`config.mk`:
```
export PLATFORM = sky130hd
export DESIGN_NAME = qrs_sqrt_cell
export DESIGN_NICKNAME = d
export VERILOG_FILES = /design/src/rtl/qrs_sqrt_cell.sv
export SDC_FILE = /design/constraint.sdc
export NUM_CORES = 1
export LEC_CHECK = 0
export BUFFER_PORTS_ARGS = -buffer_cell sky130_fd_sc_hd__buf_2
export CAP_MARGIN = 5
export CORE_ASPECT_RATIO = 0.75
export CORE_MARGIN = 2
export CORE_UTILIZATION = 43
export DETAILED_ROUTE_END_ITERATION = 6
export GPL_TIMING_DRIVEN = 0
export MAX_ROUTING_LAYER = met4
export PLACE_DENSITY = 0.81
export SETUP_SLACK_MARGIN = 0.3
export SYNTH_ARGS = -nofsm -noshare
export SYNTH_HDL_FRONTEND = slang
export SYNTH_SLANG_ARGS = --single-unit
```
`constraint.sdc`:
```
create_clock -name clk_i -period 2.55 [get_ports clk_i]
set_input_delay 0.255 -clock clk_i [delete_from_list [all_inputs] [get_ports clk_i]]
set_output_delay 0.255 -clock clk_i [all_outputs]
set_load 0.01 [all_outputs]
```
`src/rtl/qrs_sqrt_cell.sv`:
```
// One cell of the square root chain: settles one root bit per cycle while en_i is high.
// Instantiated in a row by the top level; no package needed.
`timescale 1ns / 1ps

module qrs_sqrt_cell #(
  parameter int SW    = 33,
  parameter int TAG_W = 8
) (
  input  logic                 clk_i,
  input  logic                 en_i,
  input  logic [SW:0]          rem_i,
  input  logic [SW-1:0]        root_i,
  input  logic [2*SW-1:0]      d_i,
  input  logic [TAG_W-1:0]     tag_i,
  output logic [SW:0]          rem_o,
  output logic [SW-1:0]        root_o,
  output logic [2*SW-1:0]      d_o,
  output logic [TAG_W-1:0]     tag_o
);
  localparam int RW = SW + 1;
  localparam int DW = 2 * SW;
  localparam int TW = RW + 2;

  logic [TW-1:0] part;
  logic [TW-1:0] trial;
  logic [TW-1:0] diff;
  logic          ge;

  // Bring down the next two radicand bits and try the next root bit
  assign part  = {rem_i, d_i[DW-1 -: 2]};
  assign trial = TW'({root_i, 2'b01});
  assign diff  = part - trial;
  assign ge    = part >= trial;

  // Advance to the neighbor cell
  always_ff @(posedge clk_i) begin
    if (en_i) begin
      rem_o  <= ge ? diff[RW-1:0] : part[RW-1:0];
      root_o <= {root_i[SW-2:0], ge};
      d_o    <= {d_i[DW-3:0], 2'b00};
      tag_o  <= tag_i;
    end
  end

endmodule

```
# Word level (Yosys, flattened, before mapping)
# Index checks and enable logic that the tools add are counted.
[op_classes]
n_addsub = 1
order_cmp = 1
n_mux = 1
[op_table]
columns = ["op", "n"]
rows = [
  ["$ge 36x35->1", 1],
  ["$mux 34", 1],
  ["$sub 34x34->34", 1],
]
[word_totals]
reg_bits = 139
inputBits = 143
output_inout_bits = 141
wordCells = 7

# Depth between registers and ports, before layout
# Gate-level depths: netlist of run 1.
[logic_depth]
depth_word = 2
ltp_mapped = 13
ltp_nobuf = 11

# Worst setup path before layout of run 1
# OpenSTA, ideal clock, no wires.
[synth_timing]
path_type = "input to register"
startpoint = "input port root_i[1]"
endpoint = "register rem_o[7], data pin"
setup_ps = 254
arrival_ps = 2302
t_required_ps = 2296
slack_ps = -6
path_stages = 11
path_buffers = 1
path_cell_list = "inv_1 ha_1 o211ai_1 a21oi_1 o21ai_2 o221ai_2 a211o_2 a211oi_4 buf_6 a211oi_1 a21o_1"
[synth_between]
elab_chain_len = 2
word_cells_on_any_way = 3
classes_between = "add/sub: 1; order compare: 1; mux: 1"
[synth_rtl]
columns = ["element", "line_no", "source"]
rows = [
  ["from (decl)", "12", "input logic [SW-1:0] root_i,"],
  ["$sub 34x34->34 / $ge 36x35->1 (equally long branches)", "32, 33", ""],
  ["$mux 34 (*)", "38", "rem_o <= ge ? diff[RW-1:0] : part[RW-1:0];"],
  ["to (signal assigned)", "38", ""],
  ["to (decl)", "15", "output logic [SW:0] rem_o,"],
]
# Mark *: on every way between the ends. The rest lies on a longest branch, timed or not.
# A chain may end at the register's enable or synchronous reset.

# Worst setup path after layout of run 1
[layout_timing]
startpoint = "input port root_i[11]"
endpoint = "register rem_o[25], data pin"
# Same word-level chain as after synthesis.

==> impl_metrics.toml, run 1 <==
[power]
comb_power_share_pct = 22.5
p_total_w = 0.00691
p_seq_share_pct = 41.2
sw_frac_of_total_pct = 27.8
clockPowerShare_pct = 36.3
p_sw_w = 0.00192
powerDensity_nw_per_um2 = 667
p_leak_nw = 4.42
internal_power_w = 0.00499
ir_worst_vdd_v = 0.000419

[sta]
final.setup.tns_ps = 0
min_period_ps = 2320
period_share_pct = 91.0
finalHoldViolCount = 0
worstMarginPinSlew_ps = 555
rsz0062_at_grt = "true"
setup_viol = 0
hold_slack_ps = 11.7
maxClockFrequency_mhz = 431
setup_slack_ps = 231
relSlewSlack_pct = 63.0
finalMaxSlewViolations = 0

[placement]
post-place-ws_ps = -387
dpl.cell_count = 1007
port_buffers = 281
hpwlAfterDp_um = 13400
gp_congestion = 0.855

[logic_synthesis]
synth_area_leaders = "edfxtp_1 63%, ha_1 6.6%, o21ai_0 3.3%"
synth_area_um2 = 6600
synthCells = 519
seq_area_frac_synth_pct = 63.2
yosysUniqueCellTypes = 59
netlist_top_cells_count = "139 x edfxtp_1, 47 x nand2_1, 44 x inv_1"
yosysTopAreaCellShare_pct = 63.2
synth-edff-count = 139
synth_most_common_cell = "edfxtp_1"
synth-seq-cells = 139
synth.largest_area_cell = "edfxtp_1"
synthFlopType = "edfxtp_1"
synth_area_per_cell_um2 = 12.7
synth-async-reset-ratio_pct = 0
synth_warnings = 0

[global_route]
grt_pass1_vias = 5470
grt_use_met1_pct = 26.6
grt.overflow.total = 0
grt_max_degree = 85
grt_use_met3_pct = 6.05
grtUsageTotal_pct = 23.8
grt_pass1_wl_um = 28700
grt_util_met2_pct = 41.7
antenna_found_initial = 1
grt-busiest-layer = "met2"

[min_path]
holdPathStages = 1
min_from = "d_i[22]"
hold_path.class = "input port to flip-flop"

[worst_setup_path]
worstPathMaxFanout = 8
required_ps = 2820
crit_type = "input port to flip-flop"
cp-start-kind = "input port"
crit_start = "root_i[11]"
cp.arrival_ps = 2590
worstSetupEndpointType = "flip-flop"

[cells_and_area]
fillers = 1096
finalNetCount = 1086
instances_no_fill = 1127
drive_above_1_share_pct = 48.0
syn2layout_area_growth_pct = 56.9

[floorplan]
core-area_um2 = 15100
placementRows = 39
start_util_pct = 43.6
chipHeight_um = 111
ioPinCount = 284
die_x_um = 147
die-area_um2 = 16400

[cts]
cts.sinks = 139
cts_tree = "yes"
clk_transition_reported_paths_ps = 60
clock-root-buffer = "clkbuf_16"
cts_buffers = 17
htree_levels = 4
clk_path_buf_depth = 2

[detailed_routing]
viasPerCell = 5.15
drt_pre_antenna_iters = 7
drt_iter0_drc = 323
wl_per_cell_um = 18.5
vias = 5803
drc = 0
ant_nets = 0
drt-total-wl_um = 20800

[job]
maxCapViolCount = 0

[status]
status = "complete, no violations"
[state kept, by name (all words and copies together), names as in the netlist]
signal  count
root_o     33
rem_o      34
d_o        64
tag_o       8
[cell families (layout without fill, tap and decap cells)]
family          count (synthesis)  count (layout)  synth area share (%)
compound gates                140             140                  13.4
flops                         139             139                  63.2
simple gates                  117             117                  8.34
buf+inv                        61             462                  4.85
fa+ha+maj                      35              35                  6.63
xor+xnor                       26              26                  3.45
other cells                     1               3                0.0568
[worst max-delay path, stage by stage]
cell and delay [ps]:
buf_8 100, inv_12 30, ha_4 220, buf_6 130
a21o_4 220, o21a_1 210, o21ai_4 170, a31oi_4 130
o211ai_4 310, buf_6 150, nand2_4 60, or4_4 420
a41oi_2 170
[power groups by stage]
stage | Sequential, W | Clock (W) | Combinational [W]
after floorplan | 0.00302 | 0 | 0.000561
after global placement | 0.00288 | 0 | 0.00120
after detailed placement | 0.00289 | 0 | 0.00123
after CTS | 0.00284 | 0.00252 | 0.00144
after global routing | 0.00287 | 0.00264 | 0.00168
final | 0.00285 | 0.00251 | 0.00156
[area by class of cell]
class / instances / area [um2] / share of cell area [%]
clock buffer: 18 / 429 / 4.14
clock inverter: 14 / 160 / 1.55
antenna: 1 / 2.50 / 0.0242
tap: 205 / 256 / 2.48
timing repair buffer: 369 / 2350 / 22.7
multi-input combinational: 320 / 2590 / 25.0
buffer: 16 / 201 / 1.94
inverter: 45 / 189 / 1.82
sequential: 139 / 4170 / 40.3
[final timing paths]
check / end / slack [ps]
setup / recovery: rem_o[25] / 230
hold / removal: d_o[24] / 10
[per-stage QoR]
stage / area (um2) / utilization (%)
final: 10400 / 68.5
after global routing: 10400 / 68.5
after CTS: 9830 / 65.0
after detailed placement: 8490 / 56.1
after global placement: 8460 / 55.9
after floorplan: 6790 / -
[layer usage]
layer  part of all wire, %  wire, um
met4                   2.8       588
met3                   6.5      1340
met5                     0         0
met2                    53     11000
met1                    38      7920
[repair_timing]
item                                    in CTS  in global routing
cloned                                       3                  0
pin swaps                                   19                 31
hold buffers                                16                 34
endpoints found under the hold margin       16                 34
buffers inserted                            27                  7
gates resized for setup                     70                 33
endpoints found under the setup margin      34                 34
[placed cells by master, fill, tap and decap left out, types with 4 or more instances in the layout]
master           n
ha_4            17
o21ai_2          6
a21o_1           6
nor2b_1          4
nand4_1         10
inv_6            5
a211oi_1         4
inv_1           38
o211ai_1         4
nand3_1          7
edfxtp_1       139
ha_1            18
a21oi_2          8
o21bai_1         5
nor2_1          24
o21ai_0         29
clkinvlp_4       4
dlygate4sd3_1   50
buf_2          275
a21oi_1         25
buf_6           14
buf_8            6
buf_4           29
nand2b_1         6
clkbuf_16       18
xnor2_1         14
xor2_1          12
o21ai_1         15
nand2_1         44
(Power assumes the default switching activity.)
==> run 2: changes to the inputs <==
--- a/config.mk
+++ b/config.mk
@@ -13,7 +13,7 @@
 export DETAILED_ROUTE_END_ITERATION = 6
 export GPL_TIMING_DRIVEN = 0
 export MAX_ROUTING_LAYER = met4
-export PLACE_DENSITY = 0.81
+export PLACE_DENSITY = 0.88
 export SETUP_SLACK_MARGIN = 0.3
 export SYNTH_ARGS = -nofsm -noshare
 export SYNTH_HDL_FRONTEND = slang
==> impl_metrics.toml, run 2 (synthesis results as in run 1) <==
[placement]
dpl.cell_count = 1007
post-place-ws_ps = -354
port_buffers = 281
gp_congestion = 0.861
hpwlAfterDp_um = 13700

[global_route]
grt.overflow.total = 0
grt_pass1_vias = 5597
grt_pass1_wl_um = 29500
grtUsageTotal_pct = 24.4
antenna_found_initial = 1
grt_max_degree = 78

[worst_setup_path]
worstPathCellList = "buf_6 -> ha_4 -> a2111oi_4 -> o21a_1 -> a2111o_1 -> a31oi_4 -> o211ai_4 -> nand2_4 -> or4_1 -> a41oi_2"
slowest_delay_ps = 430
crit_type = "input port to flip-flop"
required_ps = 2800
worstPathMaxFanout = 6
worstSetupEndpointType = "flip-flop"
cp.arrival_ps = 2520
critPathSlowestCell = "or4_1"
cp-start-kind = "input port"

[cells_and_area]
reg.largest.list = "d_o x64, rem_o x34, root_o x33"
largest-register = "d_o"
drive_above_1_share_pct = 52.2
layout_commonest_cell = "buf_2"
largest_reg_flops = 64
syn2layout_area_growth_pct = 57.6
finalNetCount = 1083
post-route-util_pct = 68.8
instances_no_fill = 1124
fillers = 1072
final_cell_mix = "266 x buf_2, 139 x edfxtp_1, 46 x buf_4"

[power]
p_total_w = 0.00696
p_leak_nw = 4.46
powerDensity_nw_per_um2 = 669
ir_worst_vdd_v = 0.000400

[cts]
cts_tree = "yes"
clk_transition_reported_paths_ps = 60
clk_path_buf_depth = 2
cts.sinks = 139
cts_buffers = 17
clock-root-buffer = "clkbuf_16"
htree_levels = 4

[min_path]
holdPathStages = 1
hold_path.class = "input port to flip-flop"

[detailed_routing]
ant_nets = 0
drc = 0
viasPerCell = 5.12
drt_iter0_drc = 369
vias = 5758
drt-total-wl_um = 20200
drt_pre_antenna_iters = 5
wl_per_cell_um = 18.0

[floorplan]
die-area_um2 = 16400
start_util_pct = 43.6
placementRows = 39
chipHeight_um = 111
ioPinCount = 284
core-area_um2 = 15100
die_x_um = 147

[job]
maxCapViolCount = 0

[sta]
relSlewSlack_pct = 58.4
period_share_pct = 89.1
worstMarginPinSlew_ps = 624
finalHoldViolCount = 0
setup_slack_ps = 278
setup_viol = 0
finalMaxSlewViolations = 0
rsz0062_at_grt = "true"
min_period_ps = 2270
maxClockFrequency_mhz = 440

[status]
status = "complete, no violations"
[run 2: cell types whose count changed in the layout (fill, tap and decap cells not counted), moves of 5 or more]
cell	before	now
o21ai_0	29	23
nand2_1	44	32
inv_1	38	33
o21ai_2	6	13
buf_4	29	46
dlygate4sd3_1	50	34
nand2_2	3	13
buf_2	275	266
[run 2: worst max-delay path, delay by kind of cell]
family / cells / cell delay, ps
fa+ha+maj: 1 / 260
compound gates: 6 / 1350
buf+inv: 1 / 100
simple gates: 2 / 540
[run 2: power by group]
group,internal (W),switching [W],total (W)
Sequential,0.00279,0.0000607,0.00285
Combinational,0.000754,0.000826,0.00158
Clock,0.00148,0.00106,0.00254
[run 2: final cells by class]
| cell class | instances | area [um2] | share of cell area, % |
|---|---|---|---|
| inverters | 45 | 196 | 1.89 |
| repair buffers | 366 | 2310 | 22.2 |
| flip-flops and latches | 139 | 4170 | 40.1 |
| well taps | 205 | 256 | 2.46 |
| plain buffers | 16 | 213 | 2.04 |
| multi-input cells | 320 | 2650 | 25.5 |
| diodes | 1 | 2.50 | 0.0240 |
| clock buffers | 17 | 425 | 4.09 |
| clock inverters | 15 | 175 | 1.68 |
[run 2: per-stage QoR]
stage                     hold WS [ps]  setup TNS [ps]  area (um2)
final                             16.8               0       10400
after floorplan                    354               0        6790
after CTS                        0.147               0        9840
after detailed placement           433          -10100        8490
after global placement             431          -59030        8460
after global routing           -0.0924               0       10400
[run 2: repair_timing]
item	4_1_cts	5_1_grt
pin swaps	23	36
hold buffers	24	10
buffers inserted	26	21
setup endpoints to repair	34	34
gates resized for setup	67	85
hold endpoints to repair	24	10
gates cloned	2	1
[run 2: final timing paths]
check / startpoint / endpoint / slack, ps
max: rem_i[8] / rem_o[25] / 280
min: d_i[55] / d_o[57] / 20
[run 2: layer usage]
layer / global-route usage [%] / share of wire, % / vias up / wire length, um
met2: 43.2 / 53 / 256 / 10800
met5: - / 0 / - / 0
li1: - / - / 2712 / -
met3: 5.43 / 6.2 / 39 / 1260
met4: 8.65 / 2.3 / 0 / 469
met1: 27.3 / 38 / 2751 / 7730
==> run 3: changes to the inputs <==
--- a/config.mk
+++ b/config.mk
@@ -11,9 +11,8 @@
 export CORE_MARGIN = 2
 export CORE_UTILIZATION = 43
 export DETAILED_ROUTE_END_ITERATION = 6
-export GPL_TIMING_DRIVEN = 0
 export MAX_ROUTING_LAYER = met4
-export PLACE_DENSITY = 0.88
+export PLACE_DENSITY = 0.76
 export SETUP_SLACK_MARGIN = 0.3
 export SYNTH_ARGS = -nofsm -noshare
 export SYNTH_HDL_FRONTEND = slang
==> impl_metrics.toml, run 3 (synthesis results as in run 1) <==
[status]
status = "complete, no violations"

[cells_and_area]
reg.largest.list = "d_o x64, rem_o x34, root_o x33"
finalNetCount = 1123
drive_above_1_share_pct = 49.9
largest-register = "d_o"
n_antenna_cell = 0
final_cell_mix = "276 x buf_2, 139 x edfxtp_1, 80 x buf_4"
design_area_um2 = 10500
layout_commonest_cell = "buf_2"
syn2layout_area_growth_pct = 58.7
instances_no_fill = 1163
largest_reg_flops = 64

[detailed_routing]
drt-total-wl_um = 20200
wl_met3_um = 1510
drt_iter0_drc = 292
highest_layer = "met4"
ant_nets = 0
viasPerCell = 5.05
wl_met1_um = 8060
drc = 0
drt_pre_antenna_iters = 4
wl_per_cell_um = 17.4
vias = 5877
met2_length_um = 10300

[placement]
dpl.cell_count = 1065
port_buffers = 281
placed_area_um2 = 8930
gp_congestion = 0.928
hpwlAfterDp_um = 13400
post-place-ws_ps = -214

[cts]
clk_path_buf_depth = 2
cts.sinks = 139
cts_buffers = 17
clock-root-buffer = "clkbuf_16"
cts_tree = "yes"
clk_transition_reported_paths_ps = 60
htree_levels = 4

[min_path]
min_from = "d_i[41]"
hold_path.class = "input port to flip-flop"

[global_route]
grt_max_degree = 85
grtUsageTotal_pct = 23.4
grt_pass1_vias = 5634
grt.overflow.total = 0
grt_pass1_wl_um = 28700
antenna_found_initial = 0

[sta]
maxClockFrequency_mhz = 442
worstMarginPinSlew_ps = 523
relSlewSlack_pct = 64.8
setup_slack_ps = 287
finalHoldViolCount = 0
rsz0062_at_grt = "true"
min_period_ps = 2260
setup_viol = 0
final.setup.tns_ps = 0
finalMaxSlewViolations = 0
period_share_pct = 88.7

[worst_setup_path]
worstSetupEndpointType = "flip-flop"
critPathSlowestCell = "or3_4"
slowest_delay_ps = 450
crit_start = "rem_i[8]"
worstPathMaxFanout = 6
required_ps = 2720
crit_buf_inv = 3
crit_type = "input port to flip-flop"
critPathTopFamily = "compound AO/OA/AOI/OAI gates"
worstPathCellList = "buf_2 -> ha_4 -> nand4_1 -> or3_4 -> o221ai_4 -> a211o_4 -> a211oi_4 -> buf_6 -> clkbuf_16 -> a311o_2 -> o22a_1"
cp-start-kind = "input port"
cp.arrival_ps = 2430

[power]
powerDensity_nw_per_um2 = 650
p_leak_nw = 4.57
p_total_w = 0.00681
ir_worst_vdd_v = 0.000424

[job]
maxCapViolCount = 0

[floorplan]
die-area_um2 = 16400
chipHeight_um = 111
start_util_pct = 43.6
ioPinCount = 284
core-area_um2 = 15100
die_x_um = 147
placementRows = 39
## run 3: cell count changes in the layout (fill, tap and decap cells not counted), moves of 6 or more
cell           before  now
dlygate4sd3_1      34   43
nand2_2            13    3
buf_6              18   12
buf_4              46   80
nand2_1            32   45
buf_2             266  276
## run 3: cell type report
class / instances / area, um2
clock inverter: 15 / 136
inverter: 45 / 184
fill: 1062 / 4650
timing repair buffer: 422 / 2780
tap: 205 / 256
multi-input combinational: 320 / 2520
clock buffer: 17 / 425
sequential: 139 / 4170
## run 3: timing repair
action,CTS,global route
pin swaps,12,32
gates resized for setup,18,56
hold endpoints to repair,31,12
buffers inserted,6,12
endpoints found under the setup margin,13,35
hold buffers,31,12
cloned,0,5
## run 3: worst paths after layout
check                    to  slack [ps]  cells past startpoint
hold / removal      d_o[43]          20                      1
setup / recovery  rem_o[33]         290                     11
## run 3: power by group
part           switching [W]  internal, W  total, W
Sequential         0.0000636      0.00279   0.00285
Clock                0.00101      0.00136   0.00237
Combinational       0.000817     0.000780   0.00160
## run 3: metrics by stage
| step | hold slack (ps) | util [%] |
|---|---|---|
| 2_1_floorplan | 354 | - |
| 6_report | 18.8 | 69.3 |
| 3_5_place_dp | 433 | 59.1 |
| 3_3_place_gp | 432 | 59.1 |
| 5_1_grt | -0.463 | 69.3 |
| 4_1_cts | 0.0849 | 65.9 |
## run 3: layer usage
| layer | track usage [%] | vias up |
|---|---|---|
| li1 | - | 2784 |
| met1 | 27.5 | 2787 |
| met2 | 40.3 | 271 |
| met3 | 5.56 | 35 |
| met4 | 6.86 | 0 |
| met5 | - | - |
