===== src/rtl/qrs_div_cell.sv =====
// One cell of a divider chain: one restoring quotient bit per cycle while en_i is high.
// Instantiated in a row by the top level; no package needed.
`timescale 1ns / 1ps

module qrs_div_cell #(
  parameter int DEN_W = 33,
  parameter int QW    = 50,
  parameter int TAG_W = 1
) (
  input  logic             clk_i,
  input  logic             en_i,
  input  logic [DEN_W-1:0] rem_i,
  input  logic [QW-1:0]    x_i,
  input  logic [DEN_W-1:0] den_i,
  input  logic [TAG_W-1:0] tag_i,
  output logic [DEN_W-1:0] rem_o,
  output logic [QW-1:0]    x_o,
  output logic [DEN_W-1:0] den_o,
  output logic [TAG_W-1:0] tag_o
);
  logic [DEN_W:0] part;
  logic [DEN_W:0] diff;
  logic           ge;

  // Shift in the next dividend bit and compare against the divisor
  assign part = {rem_i, x_i[QW-1]};
  assign diff = part - {1'b0, den_i};
  assign ge   = part >= {1'b0, den_i};

  // Quotient bits enter at the bottom as dividend bits leave the top
  always_ff @(posedge clk_i) begin
    if (en_i) begin
      rem_o <= ge ? diff[DEN_W-1:0] : part[DEN_W-1:0];
      x_o   <= {x_i[QW-2:0], ge};
      den_o <= den_i;
      tag_o <= tag_i;
    end
  end

endmodule


===== config.mk =====
export PLATFORM = sky130hd
export DESIGN_NAME = qrs_div_cell
export DESIGN_NICKNAME = d
export VERILOG_FILES = /design/src/rtl/qrs_div_cell.sv
export SDC_FILE = /design/constraint.sdc
export NUM_CORES = 1
export LEC_CHECK = 0
export BUFFER_PORTS_ARGS = -buffer_cell sky130_fd_sc_hd__buf_2
export CORE_MARGIN = 3
export CORE_UTILIZATION = 50
export CTS_BUF_LIST = sky130_fd_sc_hd__clkbuf_8
export CTS_CLUSTER_SIZE = 25
export DETAILED_ROUTE_END_ITERATION = 6
export GPL_ROUTABILITY_DRIVEN = 1
export PLACE_DENSITY = 0.82
export SETUP_SLACK_MARGIN = 0.3
export SYNTH_ARGS = -nofsm -noshare
export SYNTH_HDL_FRONTEND = slang
export SYNTH_SLANG_ARGS = --single-unit

===== constraint.sdc =====
create_clock -name clk_i -period 3.45 [get_ports clk_i]
set_input_delay 0.1725 -clock clk_i [delete_from_list [all_inputs] [get_ports clk_i]]
set_output_delay 0.1725 -clock clk_i [all_outputs]
set_load 0.005 [all_outputs]

## After elaboration in Yosys (flattened, before gate mapping)

Index checks and enable logic that the tools add are counted.
Widths: inputs -> output; s select.

| storage, ports and cells | value |
|---|---|
| logic and storage cells | 7 |
| bits in registers | 117 |
| output and inout bits | 117 |

| operators by class | value |
|---|---|
| add/subtract/negate cells | 1 |
| order comparisons | 1 |
| muxes and demuxes | 1 |

Operators with widths:

| cell | number |
|---|---|
| $ge 34x33->1 | 1 |
| $mux 33 | 1 |
| $sub 33x33->33 | 1 |

## Logic depth before layout (Yosys ltp)

Gate-level depths: netlist of the first run.

| logic depth | value |
|---|---|
| depth in word-level cells | 2 |
| depth in mapped cells | 14 |

## Worst setup path before layout of the first run

No wires, ideal clock.

| timing | value |
|---|---|
| path type | input-to-reg |
| start point | input port x_i[49] |
| end point | register rem_o[1], data pin |
| path buffers | 1 |
| stages | 12 |
| slack | 710 ps |
| arrival time | 2480 ps |
| cells stage by stage | inv_1 ha_1 inv_1 fa_1 a21o_1 a221o_2 a21oi_2 o41a_4 o31ai_4 a41oi_2 buf_6 mux2_4 |

| on the way | value |
|---|---|
| word-level cells in the longest chain between the ends | 2 |

Ends and longest elaborated chain:

| element | RTL line | source |
|---|---|---|
| start: declaration | 13 | `input logic [QW-1:0] x_i,` |
| $sub 33x33->33 / $ge 34x33->1 (equally long branches) | 27, 28 |  |
| $mux 33 (*) | 33 | `rem_o <= ge ? diff[DEN_W-1:0] : part[DEN_W-1:0];` |
| end signal: assignment | 33 |  |
| end: declaration | 16 | `output logic [DEN_W-1:0] rem_o,` |

Mark *: on every way between the ends. The rest lies on a longest branch, timed or not.
A chain may end at the register's enable or synchronous reset.

## Worst setup path after layout of the first run

| timing | value |
|---|---|
| start point | input port den_i[1] |
| end point | register rem_o[13], data pin |

| on the way | value |
|---|---|
| word-level cells in the longest chain between the ends | 2 |

Ends and longest elaborated chain:

| element | RTL line | source |
|---|---|---|
| start: declaration | 14 | `input logic [DEN_W-1:0] den_i,` |
| $sub 33x33->33 / $ge 34x33->1 (equally long branches) | 27, 28 |  |
| $mux 33 (*) | 33 |  |

Marked as above.

==> results of run 1 <==
stage by stage:
step	power (W)	worst slack, ns	instance area [µm²]	utilization, %	hold slack [ns]
global route	0.003962	0.3130	8447	73.35	0.006130
floorplan	0.002222	0.7096	5918	-	0.2714
detailed placement	0.002566	0.2767	7239	62.86	0.3510
CTS	0.003761	0.3927	8439	73.28	0.0009485
global placement	0.002546	0.3651	7239	62.86	0.3505
finish	0.003789	0.4352	8452	73.39	0.01704
power by group:
group	switching [W]	internal, W
logic	0.000458	0.000399
registers	0.0000446	0.00174
clock network	0.000591	0.000556
total	0.00109	0.00270
final timing paths:
path	from	endpoint	slack (ns)
setup / recovery	den_i[1]	rem_o[13]	0.44
hold / removal	rem_i[18]	rem_o[19]	0.02
flip-flops by register name, summed over array words and instances, names as in the netlist:
register and cells:
tag_o 1, den_o 33, rem_o 33, x_o 50
area by class of cell:
class | instances | share of cell area [%]
Clock buffer | 17 | 2.768
Multi-Input combinational cell | 308 | 25.51
Tap cell | 143 | 2.117
Clock inverter | 15 | 1.362
Inverter | 43 | 1.910
Antenna cell | 2 | 0.05922
Timing Repair Buffer | 324 | 24.71
Sequential cell | 117 | 41.57
cells in the final DEF (no fill, tap or decap), types with 3 or more instances in the layout:
| master | n |
|---|---|
| buf_2 | 234 |
| edfxtp_1 | 117 |
| dlygate4sd3_1 | 85 |
| nand2_1 | 58 |
| inv_1 | 44 |
| a21oi_1 | 33 |
| ha_1 | 33 |
| o21ai_0 | 26 |
| o21ai_2 | 18 |
| clkbuf_8 | 17 |
| xnor2_1 | 16 |
| nor2_1 | 15 |
| xor2_1 | 12 |
| a21o_1 | 10 |
| nand3_1 | 8 |
| o21bai_1 | 8 |
| and3_1 | 7 |
| nor3_1 | 5 |
| o31ai_1 | 5 |
| clkinvlp_4 | 5 |
| nand2b_1 | 4 |
| a211oi_1 | 4 |
| nor4_1 | 4 |
| o21a_1 | 4 |
| nand4_1 | 3 |
| a31oi_1 | 3 |
| o211ai_1 | 3 |
| a21boi_0 | 3 |
| clkinv_2 | 3 |
| clkinv_1 | 3 |
logic make-up (layout without fill, tap and decap cells):
| logic type | after synthesis | count (layout) |
|---|---|---|
| DFF | 117 | 117 |
| muxes | 1 | 1 |
| and+or+nand+nor | 109 | 109 |
| buffers and inverters | 58 | 399 |
| AOI/OAI and AO/OA | 136 | 136 |
| xor gates and xnor gates | 28 | 28 |
| other | 0 | 2 |
| adders and majority gates | 34 | 34 |
synth_stat cells (2+ instances only):
library cell,count
o211ai_1,3
inv_1,43
o21ai_0,26
nor3_1,5
a21o_1,10
nor2_1,15
nand2_1,58
a211oi_1,4
o21ai_2,18
clkbuf_1,8
xor2_1,12
nor4_1,4
a21boi_0,3
buf_6,6
o21bai_1,8
nand3_1,8
a21oi_1,34
o21a_1,4
a31oi_1,3
ha_1,33
or3_1,2
nand2b_1,4
edfxtp_1,117
and3_1,7
nand4_1,3
xnor2_1,16
o31ai_1,5
layer usage:
| layer | vias to the layer above | global-route usage, % | share of wire (%) |
|---|---|---|---|
| li1 | 2452 | - | - |
| met1 | 2491 | 30.67 | 38 |
| met2 | 244 | 47.19 | 51 |
| met3 | 45 | 7.684 | 7.9 |
| met4 | 0 | 12.36 | 2.9 |
| met5 | - | 0 | 0 |
what timing repair did:
item                                    in CTS  in global routing
hold buffers                                85                  0
endpoints found under the hold margin       85                  0
endpoints found under the setup margin       0                 13
gates resized for setup                      0                  2
==> reports/summary.md, run 1 <==
Area used by sequential logic in the layout: 3513 µm². The type of the worst setup path is in2reg. Synthesized-area fraction occupied by ao, oa, aoi and oai cells: 16.19%. The run gives 0 as the total setup violations reported at the end of the flow. The class of the worst hold path was in2reg. The area inside the core boundary was 11,520 µm²; the number of H-tree levels was 4. The DRC violation total after the first TritonRoute iteration is 409, and the clock sink total is 117.

The floorplan has 39 rows. The total detailed-routing wirelength came out at 18,170 µm. For the combined area of all synthesized cells, the log shows 5918 µm². The final count of pins violating max slew is 0, and the clock-pin slew of the registers on the worst-case setup and hold paths is 0.08 ns. Counting along the longest clock path gives a buffer depth of 2.

STA classifies the critical path endpoint as a register. The multi-input combinational cells in the finished layout cover a total of 2156 µm². In the synthesized netlist the async set-or-reset flop fraction comes to 0%.

In this run the clock root is driven by a clkbuf_8. Counting flops with a built-in enable in the synthesized netlist gives 117. The pin count of the biggest net entering global routing came out at 118. The filler cells instantiated in the layout total 777.

Slowest cell on the critical path: dlygate4sd3_1. Largest area contributor in the netlist: edfxtp_1. The congestion estimate from routability-driven global placement came to 0.9050.

The synthesized netlist devotes 7.315% of its cell area to adder and majority cells. Along the worst hold path, the cell count comes to 3. Using the TritonRoute via totals, the vias-per-cell ratio works out to 5.399.

The synthesized netlist devotes 8.266% of its cell area to simple gates. The area added between synthesis and finish works out to 42.81%. The wire-length estimate of the detail-placed layout is 11,760 µm. Among all flip-flop cells after synthesis, the most frequent one is edfxtp_1.

The tools report the number of synthesis warnings as 0. The worst setup path is launched from an input pin. The signal on the critical path passes through dlygate4sd3_1 -> buf_2 -> inv_1 -> fa_1 -> a21o_1 -> a221o_2 -> a21oi_2 -> o41a_4 -> o31ai_4 -> a41oi_4 -> buf_6 -> o21ai_0.

The longest individual stage delay on the worst path was 0.52 ns. The largest family of logic cells by synthesized area is compound AO/OA/AOI/OAI gates. The die covers 13,180 µm².

TritonCTS built the clock tree. The tools report the final cell count without fillers as 969. Multiplexer cells account for 0.2537% of the synthesized area. Sequential cells were found to cover 59.37% of the synthesized design area. The logs give 5 for the count of TritonRoute iterations in the first routing pass and 850 for the cell count after placement.

The count of maximum capacitance violations was 0. In this run the count of I/O pins placed on the die edge is 236. The post-layout minimum cycle time is 3.015 ns.

The proportion of netlist area held by the largest area contributor works out to 59.37%. The final critical path takes up 87.39% of the cycle. The maximum resistive drop on vdd came out at 0.0001918 V. The largest fanout of any net on the critical path is 32, and the layout cell share with drive strength beyond 1 is 35.80%.

The global-route wire length before repair came out at 27,100 µm. Synthesis handed over a netlist of 483 instances. The post-synthesis xor/xnor area fraction is 4.144%. Setup repair after global routing left no endpoint under its margin. The tools report the count of unresolved DRC violations after routing as 0. Synthesis produced a netlist with a net count of 636.

TritonCTS created 17 clock buffers. In the final routed layout, each cell accounts on average for 18.75 µm. The tools report the post-route antenna net violation count as 0. The routed layout has 5,232 vias.

After synthesis, the cell types taking the most area are edfxtp_1 59%, ha_1 7.0%, nand2_1 3.7%, a21oi_1 2.9%, inv_1 2.7%. In this run the tool buffered the top-level ports with 235 buffer cells. Data on the critical path is required at its endpoint by 3.62 ns. The global router's overall resource usage is 26.99%, and the transition at the pin with the smallest max-transition slack is 0.6414 ns.

In this run the tightest slew margin relative to its limit is 57.24%. Synthesis instantiated 51 different standard cells from the library. The run gives 5,201 as the via count of the first global-routing pass.

The number of hold violations in the final report was 0; the worst path buffer plus inverter count was 4. The power density normalized to cell area was 448.3 nW/µm². The floorplan step set the die height to 114.8 µm. The starting utilization of the core area was 51.39%; the post-CTS repair timing setup buffer count was 0. The flow ran to the end, and the final reports show no timing, DRC or antenna violations. Counting buffers and inverters, the worst setup path is 12 cells deep.

For the highest clock rate, the log shows 0.3317 GHz. Synthesis inferred 117 register bits. The leakage power of the design is 3.737 nW, and the initial antenna violation count is 0.

The kind of cell with the highest combined delay on the critical path is compound AO/OA/AOI/OAI gates. Total global routing overflow: 0. In this run the horizontal extent of the chip is 114.8 µm. For this run, the post-layout net count is 964. The critical path arrival came out at 3.19 ns. The mean instance size in the synthesized netlist was 12.25 µm²; the total negative slack for setup checks was 0 ns.
Power figures use the tool's default switching activity.
==> inputs of run 2 (changes only) <==
--- a/config.mk
+++ b/config.mk
@@ -12,6 +12,7 @@
 export CTS_CLUSTER_SIZE = 25
 export DETAILED_ROUTE_END_ITERATION = 6
 export GPL_ROUTABILITY_DRIVEN = 1
+export MAX_ROUTING_LAYER = met4
 export PLACE_DENSITY = 0.82
 export SETUP_SLACK_MARGIN = 0.3
 export SYNTH_ARGS = -nofsm -noshare
==> run 2 against run 1 <==
Effect of this change:
- total power is 3.3% higher
- sequential cell count unchanged
- critical path depth did not move
- global-route usage rose by 1.8 points
- setup slack lost 0.014 ns
- combinational power grew 0.7%
- fmax is 0.45% lower
- hold slack improved by 0.015 ns
- core utilization is 0.98 points higher
- die area unchanged
- highest routed layer unchanged
==> reports/summary.md, run 2 (synthesis results as in run 1) <==
For the count of unresolved DRC violations after routing, the log shows 0. TritonCTS built the clock tree. Routability congestion estimate from global placement: 0.8974. The final routed wire length divided by cell count came out at 18.82 µm.

Leaving out fill and tap cells, the most frequent cell in the layout is buf_2. After detailed routing, the number of vias per cell comes to 5.389. Setup slack on the critical path of the routed design comes to 0.4216 ns.

Total placed instance area: 7234 µm². Across the run, the number of max-cap violations was 0. At the placement stage, the worst setup path has a slack of 0.2690 ns. The initial antenna violation count is 1.

The run gives 0 as the total setup violations reported at the end of the flow. The total detailed-routing wirelength came out at 18,390 µm. The number of flip-flops under the largest register name was 50; the global-route wire length before repair was 27,950 µm. After legalization and detailed placement, the total HPWL measured 11,820 µm. Measured against its own limit, the worst slew margin works out to 52.23%. After routing, the total negative slack on setup checks comes to 0 ns. STA puts the critical path data arrival time at 3.21 ns. Summed over all layers, the global routing overflow is 0.

The H-tree was split into 4 levels. The number of buffers created by CTS was 17; the floorplan die area was 13,180 µm². From synthesis to final layout, the design area changed by 44.71%.

The tools report the kind of launch point of the worst setup path as an input pin. The worst hold path belongs to the class in2reg. The kind of cell with the highest combined delay on the critical path was compound AO/OA/AOI/OAI gates. The design area is 8564 µm², and the number of buffer cells added on primary ports is 235.

The register with the most flip-flops in the final layout is x_o. The final cell count without fillers is 977. Pin placement for this block handled 236 I/O pins. In this run the worst path has a maximum fanout of 32. The region available for standard cell placement spans 11,520 µm². Via count of the first global-routing pass: 5,311. The net count of the finished layout is 973.

For the pin count of the biggest net entering global routing, the log shows 58. The run finished with clean final reports. Walking the worst path, the cells encountered are dlygate4sd3_1 -> buf_2 -> inv_1 -> fa_1 -> a21o_1 -> a221o_2 -> a21oi_2 -> o41a_4 -> o31ai_4 -> a41oi_4 -> buf_6 -> o21ai_0. The power density normalized to cell area is 456.8 nW/µm², and the total power consumption of the routed design is 0.003913 W. STA classifies the critical path endpoint as a register. The slowest stage of the critical path belongs to the cell dlygate4sd3_1. The share of the cycle needed by the critical path after routing is 87.78%.

The largest registers in the layout are x_o (50), den_o (33), rem_o (33). The clock net in this run drives a total of 117 sinks. The worst path buffer plus inverter count was 4. The type of the worst setup path is in2reg.

Maximum resistive drop on vdd: 0.0002694 V. The longest individual stage delay on the worst path works out to 0.53 ns. The final count of pins violating max slew was 0. In the layout the commonest cells are 234 x buf_2, 117 x edfxtp_1, 93 x dlygate4sd3_1. Setup repair after global routing left no endpoint under its margin. In this run the horizontal extent of the chip is 114.8 µm. The detailed router placed 5,265 vias in this run.

For the leakage power of the design, the log shows 3.786 nW. The floorplan has 39 rows. The first detailed-routing pass ran for 5 iterations. The logs give 0 for the number of hold violations in the final report and 0 for the post-route antenna net violation count. The longest clock path from root to sink contains 2 buffers.

The layout cell share with drive strength beyond 1 is 35.89%, and the vertical die dimension is 114.8 µm. The highest clock rate came out at 0.3302 GHz. Subtracting the final worst setup slack from the clock period gives 3.028 ns. Counting tap cells, the placed design contains a total of 851 instances. Once the floorplan was initialized, standard cells occupied 51.39% of the core. Transition at the pin with the smallest max-transition slack: 0.7165 ns.

Global routing used 28.78% of the available tracks across all layers. For the worst setup path, the data required time is 3.63 ns. Clock-pin slew was measured on the worst setup and hold paths at 0.07 ns. The tools report the DRC violation total after the first TritonRoute iteration as 395. Library cell used as clock root buffer: clkbuf_8.
-- run 2: cell count changes in the layout (fill, tap and decap cells not counted), sizes merged --
| cell | change |
|---|---|
| buf | +1 |
| bufinv | +1 |
| clkinv | -2 |
| diode | -1 |
| dlygate4sd3 | +8 |
| inv | +1 |
-- run 2: tightest hold or removal path: stages --
cell and delay [ns]:
buf_2 0.09, nand2_1 0.05, o21ai_2 0.05
-- run 2: metal layers --
layer	global-route usage (%)	share of wire (%)	wire, µm
met1	33.26	39	7242
met2	47.81	50	9233
met3	8.211	7.5	1388
met4	10.88	2.9	525
met5	-	0	0
-- run 2: worst paths after layout --
check / start / endpoint / slack, ns / cells after the start
setup / recovery: den_i[1] / rem_o[12] / 0.42 / 12
hold / removal: rem_i[24] / rem_o[25] / 0.03 / 3
-- run 2: final cells by class --
cell class | count | area (µm²)
diodes | 1 | 2.502
multi-input cells | 308 | 2156
inverters | 43 | 161.4
clock buffers | 17 | 234.0
clock inverters | 15 | 155.1
well taps | 143 | 178.9
flip-flops and latches | 117 | 3513
fillers | 762 | 2952
repair buffers | 333 | 2163
-- run 2: power by group --
group	leakage, nW	internal, W	switching, W	total (W)
clock	0.183	0.000644	0.000619	0.00126
combinational	2.46	0.000404	0.000460	0.000864
sequential	1.14	0.00174	0.0000458	0.00179
total	3.79	0.00279	0.00112	0.00391
-- run 2: per-stage QoR --
stage               util [%]  hold WS (ns)
floorplan                  -        0.2714
global placement       62.82        0.3501
detailed placement     62.82        0.3509
CTS                    74.28     0.0004582
global route           74.37      0.001917
finish                 74.37       0.03218
-- run 2: what timing repair did --
action / in CTS / in global routing
buffers inserted: 0 / 0
setup endpoints to repair: 0 / 16
endpoints found under the hold margin: 93 / 0
gates resized for setup: 0 / 2
hold buffers: 93 / 0
==> inputs of run 3 (changes only) <==
--- a/config.mk
+++ b/config.mk
@@ -12,6 +12,7 @@
 export CTS_CLUSTER_SIZE = 25
 export DETAILED_ROUTE_END_ITERATION = 6
 export GPL_ROUTABILITY_DRIVEN = 1
+export HOLD_SLACK_MARGIN = 0.12
 export MAX_ROUTING_LAYER = met4
 export PLACE_DENSITY = 0.82
 export SETUP_SLACK_MARGIN = 0.3
==> run 3 against run 2 <==
Effect of this change:
- setup slack worse by 0.0070 ns
- sequential share of layout area down 1.1 points
- core utilization up 2.0 points
- critical path type unchanged
- clock power about the same
- combinational power up 3.8%
- via count up 2.9%
- wire length up 5.3%
- final area up 2.7%
- sequential cell count unchanged
- largest cell class unchanged
- cell count up 2.3%
==> reports/summary.md, run 3 (synthesis results as in run 1) <==
The share of the cycle needed by the critical path after routing came out at 87.98%. The number of top-level design ports was 236. The maximum clock insertion buffer count came out at 2.

Across the run, the number of max-cap violations was 0. The first global-routing pass estimated 29,700 µm of wire. Largest fanout of any net on the critical path: 32. The logs give 11,520 µm² for the area inside the core boundary and 0.003954 W for the total power consumption of the routed design. The worst hold path passes through 3 cells.

For this design the ratio of total power to cell area is 449.5 nW/µm². The final routed wire length divided by cell count was 19.38 µm; the headroom to the max-slew limit was 52.60%. The horizontal die dimension came out at 114.8 µm. TritonCTS built the clock tree.

The first detailed-routing pass ran for 5 iterations. The number of H-tree levels is 4. The worst setup path is launched from an input pin.

The critical path in this run is classified as in2reg. The run finished with clean final reports. Buffers added to address setup during post-CTS repair amount to 0. Setup repair after global routing left no endpoint under its margin. The vertical die dimension was 114.8 µm; the layout cell share with drive strength beyond 1 was 34.93%. STA puts the critical path data arrival time at 3.21 ns. The number of antenna diodes in the final layout is 0.

The tools report the routability congestion estimate from global placement as 0.8974. The worst-case hold path end point is rem_o[0]. The worst setup path is captured at a register. The run gives 17 as the number of buffers created by CTS. Timing would allow up to 0.3294 GHz. Setup violations remaining at the end of the flow were counted as 0.

Dividing the detail-routed via count by the number of cells gives 5.422. The run gives 39 as the number of placement rows. The post-route antenna net violation count came out at 0. For this block, the routed nets add up to 19,370 µm of wire.

Compared with the post-synthesis result, the final layout area differs by 48.63%. Counting flops per register, the top entry is x_o. Once layout is complete, the utilization of the core stands at 76.38%. The die covers 13,180 µm². The tools report the final count of pins violating max slew as 0. The area used by multi-input combinational logic came out at 2156 µm². The post-layout minimum cycle time works out to 3.035 ns. In the global route stage, overall resource usage came out at 30.45%. For the clock sink total, the log shows 117.

For this configuration, the core starts out at a cell density of 51.39%. Summed over all layers, the global routing overflow is 0. Most common cell after layout, fill and taps aside: buf_2. Clock-pin slew was measured on the worst setup and hold paths at 0.08 ns.

In the layout the commonest cells are 234 x buf_2, 117 x edfxtp_1, 116 x dlygate4sd3_1. After the first detailed-routing iteration, the DRC count stood at 480. During placement, the flow inserted port buffers numbering 235. For the number of hold violations in the final report, the log shows 0. The count of vias placed by the detailed router was 5,417; the half-perimeter wire length after detailed placement was 11,820 µm. The filler cell count was 726.

The logs give 996 for the final net count and 5,555 for the via count of the first global-routing pass. The leakage power of the design came out at 3.883 nW. The pin count of the biggest net entering global routing is 58, and the transition at the pin with the smallest max-transition slack is 0.7110 ns.

The number of flip-flops under the largest register name is 50. The hold path startpoint was den_i[0]. The library cell used as clock root buffer was clkbuf_8. For this run, design rule violations remaining after detail routing come to 0. The area used by sequential logic in the layout came out at 3513 µm². The largest registers in the layout are x_o (50), den_o (33), rem_o (33).

Adding up every negative setup slack in the final design gives 0 ns. Excluding fillers, the count of instances in the completed layout stands at 999. The cell count after placement was 851. The tools report the endpoint required time on the critical path as 3.63 ns. In this run the worst hold path is classified as in2reg.

VDD sags by at most 0.0002729 V. The initial antenna violation count is 0.
[run 3: cell types whose count changed in the layout (fill, tap and decap cells not counted), sizes merged]
cell | previous run | this run
dlygate4sd3 | 93 | 116
diode | 1 | 0
[run 3: cell type report]
cell class,count,area share [%]
Clock inverter,15,1.764
Tap cell,143,2.034
Clock buffer,17,2.660
Timing Repair Buffer,356,27.25
Multi-Input combinational cell,308,24.51
Inverter,43,1.835
Sequential cell,117,39.94
[run 3: where the power goes]
| part | total [W] | leakage (nW) | switching [W] | internal, W |
|---|---|---|---|---|
| logic | 0.000897 | 2.56 | 0.000475 | 0.000422 |
| clock network | 0.00127 | 0.183 | 0.000626 | 0.000644 |
| registers | 0.00179 | 1.14 | 0.0000468 | 0.00174 |
[run 3: routing by layer]
metal,vias up,track usage (%),part of all wire (%)
met3,54,8.158,7.6
met4,0,11.97,3.1
met5,-,-,0
met2,288,52.00,51
li1,2511,-,-
met1,2564,34.09,38
[run 3: repair_timing]
item	4_1_cts	5_1_grt
endpoints found under the hold margin	116	0
gates resized for setup	0	4
hold buffers	116	0
endpoints found under the setup margin	0	19
[run 3: through the flow]
stage	cell area (µm²)	setup WS, ns	hold WS, ns
6_report	8796	0.4146	0.2071
5_1_grt	8796	0.3089	0.2009
4_1_cts	8785	0.3747	0.1686
3_5_place_dp	7234	0.2690	0.3509
3_3_place_gp	7234	0.3554	0.3501
2_1_floorplan	5918	0.7096	0.2714
[run 3: how the worst max path moves through the flow]
| stage | startpoint | to | slack (ns) |
|---|---|---|---|
| after detailed placement | x_i[49] | rem_o[3] | 0.27 |
| after CTS | rem_i[0] | rem_o[3] | 0.37 |
| after global placement | x_i[49] | rem_o[12] | 0.36 |
| final | rem_i[0] | rem_o[13] | 0.41 |
| after global routing | rem_i[0] | rem_o[10] | 0.31 |
| after floorplan | x_i[49] | rem_o[1] | 0.71 |
[run 3: worst max-delay path, cell delays in order]
cell	delay, ns
dlygate4sd3_1	0.54
buf_2	0.15
fa_1	0.46
a21o_1	0.22
a221o_2	0.38
a21oi_2	0.24
o41a_4	0.19
o31ai_4	0.10
a41oi_4	0.33
buf_8	0.26
o21ai_0	0.14
